[src/tcc_pkg.sv]
package tcc_pkg;

    localparam int CHAR_W = 8;
    localparam int ATTR_W = 8;
    localparam int CELL_W = CHAR_W + ATTR_W;

    localparam logic [1:0] MODE_PUT  = 2'd0;
    localparam logic [1:0] MODE_SET  = 2'd1;
    localparam logic [1:0] MODE_READ = 2'd2;

    localparam logic [CHAR_W-1:0] NEWLINE_CODE = 8'd10;
    localparam logic [CHAR_W-1:0] BLANK_CHAR   = 8'h20;
    localparam logic [ATTR_W-1:0] RESET_ATTR   = 8'h07;
    localparam logic [CELL_W-1:0] RESET_CELL   = {RESET_ATTR, BLANK_CHAR};

    // controller to datapath
    typedef struct packed {
        logic item_load;   // latch the accepted request
        logic exec;        // apply the request to cursor and store
        logic sweep_zero;  // restart the cell sweep counter
        logic sweep_step;  // handle one cell of a sweep and advance
        logic sweep_init;  // sweep fills with the reset cell
        logic out_load;    // load the result register
    } tcc_cmd_t;

    // datapath to controller
    typedef struct packed {
        logic need_scroll;
        logic sweep_last;
    } tcc_status_t;

endpackage

[src/tcc_ctrl.sv]
module tcc_ctrl
(
    input  logic                 clk,
    input  logic                 rst_n,
    input  logic                 in_valid,
    output logic                 in_stall,
    output logic                 out_valid,
    input  logic                 out_stall,
    input  tcc_pkg::tcc_status_t status,
    output tcc_pkg::tcc_cmd_t    cmd
);
    import tcc_pkg::*;

    typedef enum logic [2:0] {
        ST_CLEAR,
        ST_IDLE,
        ST_EXEC,
        ST_SCROLL,
        ST_DONE
    } state_t;

    state_t state_reg, state_next;
    logic   out_valid_reg, out_valid_next;

    always_comb
    begin
        state_next     = state_reg;
        cmd            = '0;
        out_valid_next = out_valid_reg && out_stall;
        case (state_reg)
            ST_CLEAR:
            begin
                cmd.sweep_step = 1'b1;
                cmd.sweep_init = 1'b1;
                if (status.sweep_last)
                    state_next = ST_IDLE;
            end
            ST_IDLE:
            begin
                if (in_valid)
                begin
                    cmd.item_load = 1'b1;
                    state_next    = ST_EXEC;
                end
            end
            ST_EXEC:
            begin
                cmd.exec       = 1'b1;
                cmd.sweep_zero = 1'b1;
                state_next     = status.need_scroll ? ST_SCROLL : ST_DONE;
            end
            ST_SCROLL:
            begin
                cmd.sweep_step = 1'b1;
                if (status.sweep_last)
                    state_next = ST_DONE;
            end
            ST_DONE:
            begin
                // hold the result until the output slot frees up
                if (!out_valid_reg || !out_stall)
                begin
                    cmd.out_load   = 1'b1;
                    out_valid_next = 1'b1;
                    state_next     = ST_IDLE;
                end
            end
            default:
            begin
                state_next = ST_IDLE;
            end
        endcase
    end

    always_ff @(posedge clk or negedge rst_n)
    begin
        if (!rst_n)
        begin
            state_reg     <= ST_CLEAR;
            out_valid_reg <= 1'b0;
        end
        else
        begin
            state_reg     <= state_next;
            out_valid_reg <= out_valid_next;
        end
    end

    assign in_stall  = (state_reg != ST_IDLE);
    assign out_valid = out_valid_reg;

endmodule

[config.mk]
export PLATFORM = sky130hd
export DESIGN_NAME = tcc_ctrl
export DESIGN_NICKNAME = d
export VERILOG_FILES = /design/src/tcc_pkg.sv /design/src/tcc_ctrl.sv
export SDC_FILE = /design/constraint.sdc
export NUM_CORES = 1
export LEC_CHECK = 0
export BUFFER_PORTS_ARGS = -buffer_cell sky130_fd_sc_hd__clkbuf_2
export CORE_AREA = 2 2 39 41
export CTS_BUF_LIST = sky130_fd_sc_hd__clkbuf_2 sky130_fd_sc_hd__clkbuf_4 sky130_fd_sc_hd__clkbuf_8
export DETAILED_ROUTE_END_ITERATION = 16
export DIE_AREA = 0 0 41 43
export HOLD_SLACK_MARGIN = 0.1
export MAX_ROUTING_LAYER = met4
export SETUP_SLACK_MARGIN = 0.1
export SLEW_MARGIN = 10
export SYNTH_ARGS = -nofsm -noshare
export SYNTH_HDL_FRONTEND = slang
export SYNTH_SLANG_ARGS = --single-unit
[constraint.sdc]
create_clock -name clk -period 1.1 [get_ports clk]
set_clock_uncertainty 0.05 [all_clocks]
set_input_delay 0.22 -clock clk [delete_from_list [all_inputs] [get_ports clk]]
set_output_delay 0.22 -clock clk [all_outputs]
set_load 0.05 [all_outputs]
==> results by group <==
Drt
  – Via Count: 333
  – Wirelength per Cell: 10.4 µm
  – Final ANT Viol Nets: 0
  – Mean number of vias per cell: 4.38
  – DRC viols: 0
  – WL final: 792 µm
  – Initial DRC Count: 2
  – Pre-Repair DR Iteration Count: 3

Yosys
  – Warnings from Yosys: 0
  – Most area-hungry cell type in the Yosys netlist: dfrtp_1
  – Synth unique cells: 16
  – EDFF count, synth: 0
  – Synth top cells by count: nor3_1 (6), dfrtp_1 (4), a21oi_1 (3)
  – Sequential element share of the synthesized area: 36.5%
  – Most common cell in the synthesized netlist: nor3_1
  – Post-Synthesis Cells: 32
  – Seq cells post-synth: 4
  – Synth top area share: 36.5%
  – Synth Flop Type: dfrtp_1
  – Asr flop ratio synth: 100%
  – Synthesized net count: 38
  – Cell area after synthesis: 274 µm²
  – Syn_area_per_cell: 8.56 µm²
  – Synth top area cells: dfrtp_1 (37%), nor3_1 (11%), a2bb2o_4 (7.3%)

Global route
  – Vias in the first global route: 310
  – First-pass GRT wire length: 1240 µm
  – Total global-route track usage: 11.1%
  – GRT overflow: 0
  – Largest net degree at the start of global routing: 11
  – Antenna violations before repair: 0

Layout
  – Area Overhead vs Synth: 143%
  – Finished Cell Area: 667 µm²
  – Share of layout cells above drive strength 1: 76.7%
  – Final Non-Filler Cells: 76
  – Layout net count: 67
  – Ant diodes: 0
  – Max reg flops: 3

STA
  – Tcrit/Tclk final: 144%
  – Final setup vio count: 12
  – FMAX: 630 MHz
  – Post-route minimum period: 1590 ps
  – Rel. slew slack: 85.5%
  – Final hold violations: 0
  – Slew Limit Fails: 0
  – Setup TNS: -3180 ps
  – Worst-Margin Slew: 217 ps
  – Final WS setup: -487 ps
  – Worst Hold Slack: 224 ps
  – RSZ-0062 raised after global routing: yes

Job
  – Max-cap viol count: 0

Floorplanning
  – DIE HEIGHT: 43 µm
  – # rows: 14
  – Starting density of the core: 19.8%
  – Die width: 41 µm
  – Io pins: 14
  – Die area: 1760 µm²
  – Core area: 1380 µm²

Placed design
  – Detail Placement HPWL: 509 µm
  – Placed instance count: 66
  – Buffers on Ports: 13
  – GP Congestion: 0.762
  – Area after DPL: 448 µm²

Critical path
  – Reg2reg start: state_reg[1]
  – CP Data Arrival Time: 1320 ps
  – CP Class: reg -> out
  – CP startpoint: state_reg[1]
  – CP Capture Type: output pin
  – CP max FO: 2
  – Worst endpoint required time: 830 ps
  – Worst Setup Start Kind: flop

Power
  – Sw frac: 47.4%
  – Worst vdd ir: 1.18 mV
  – Tot Pwr: 0.00237 W
  – Leakage: 0.305 nW
  – NetSw: 0.00112 W
  – Clk pwr share: 9.4%
  – Comb pwr share: 79.2%
  – Int Pwr: 0.00125 W
  – Sequential group share of total power: 11.3%
  – Pwr Density: 3560 nW/µm²

CTS
  – Worst skew pair latency: 230 ps
  – Longest Clk Path Bufs: 2
  – CTS Sinks: 4
  – Clock H-tree levels: 1
  – Reg clk slew, reported paths: 40 ps
  – CTS tree: done
  – TritonCTS Buffers: 3
  – CTS root buffer: clkbuf_4

Status
  – Outcome: finished with violations
  – Failing checks: negative setup slack

Hold path
  – HP Class: in -> reg
  – Min-delay src: in_valid
-- stage by stage --
| stage | worst slack, ps | utilization, % |
|---|---|---|
| after floorplan | -407 | - |
| final | -487 | 48.2 |
| after global placement | -326 | 32.4 |
| after CTS | -507 | 44.1 |
| after detailed placement | -336 | 32.4 |
| after global routing | -541 | 48.2 |
-- worst paths after layout --
path | cells past startpoint | endpoint | slack (ps)
min in group asynchronous | 2 | state_reg[1] | 280
hold / removal | 3 | state_reg[1] | 220
max in group asynchronous | 2 | out_valid | 590
hold reg to reg | 2 | state_reg[1] | 550
setup / recovery | 3 | cmd[0] | -490
setup reg to reg | 4 | state_reg[2] | -230
-- final cells by class --
| type | count | area, µm² |
|---|---|---|
| fill | 128 | 717 |
| timing repair buffer | 27 | 282 |
| multi-input combinational | 22 | 216 |
| sequential | 4 | 103 |
| clock buffer | 4 | 30.0 |
| tap | 16 | 20.0 |
| inverter | 3 | 16.3 |
-- critical path: stages (launching register included) --
cell     delay [ps]
dfrtp_2         400
or3_4           400
a21oi_4         130
buf_8           150
-- repair_timing --
action,4_1_cts,5_1_grt
setup buffers,2,3
resized for setup,24,13
endpoints found under the setup margin,12,12
pin swaps,3,4
hold endpoints to repair,4,0
hold buffers,1,0
-- kinds of logic (layout without fill, tap and decap cells) --
logic type / Yosys count / in the layout / synth area share (%)
flip-flops: 4 / 4 / 36.5
buffers and inverters: 6 / 34 / 13.7
AND/OR/NAND/NOR: 15 / 15 / 28.8
AO/OA/AOI/OAI: 6 / 6 / 17.8
XOR/XNOR: 1 / 1 / 3.20
-- layout by cell type, fill, tap and decap left out, types with 2 or more instances in the layout --
| master | count |
|---|---|
| buf_4 | 8 |
| buf_8 | 7 |
| clkbuf_2 | 5 |
| buf_6 | 5 |
| clkbuf_4 | 4 |
| nor3_1 | 3 |
| nor3_4 | 2 |
| nand2_1 | 2 |
| nor2b_4 | 2 |
| dfrtp_2 | 2 |
| dfrtp_1 | 2 |
-- power groups by stage --
stage,clock [W],combinational (W),sequential [W]
2_1_floorplan,0,0.000980,0.000321
4_1_cts,0.000235,0.00166,0.000266
3_5_place_dp,0,0.00131,0.000256
3_3_place_gp,0,0.00130,0.000251
5_1_grt,0.000244,0.00199,0.000282
6_report,0.000224,0.00188,0.000269
-- per-layer routing --
| layer | GRT usage [%] | vias up | share of wire, % |
|---|---|---|---|
| met2 | 14.7 | 12 | 53 |
| met1 | 13.0 | 155 | 39 |
| met3 | 3.14 | 2 | 4.9 |
| met5 | - | - | 0 |
| met4 | 10.0 | 0 | 2.4 |
| li1 | - | 164 | - |
Power figures use the tool's default switching activity.
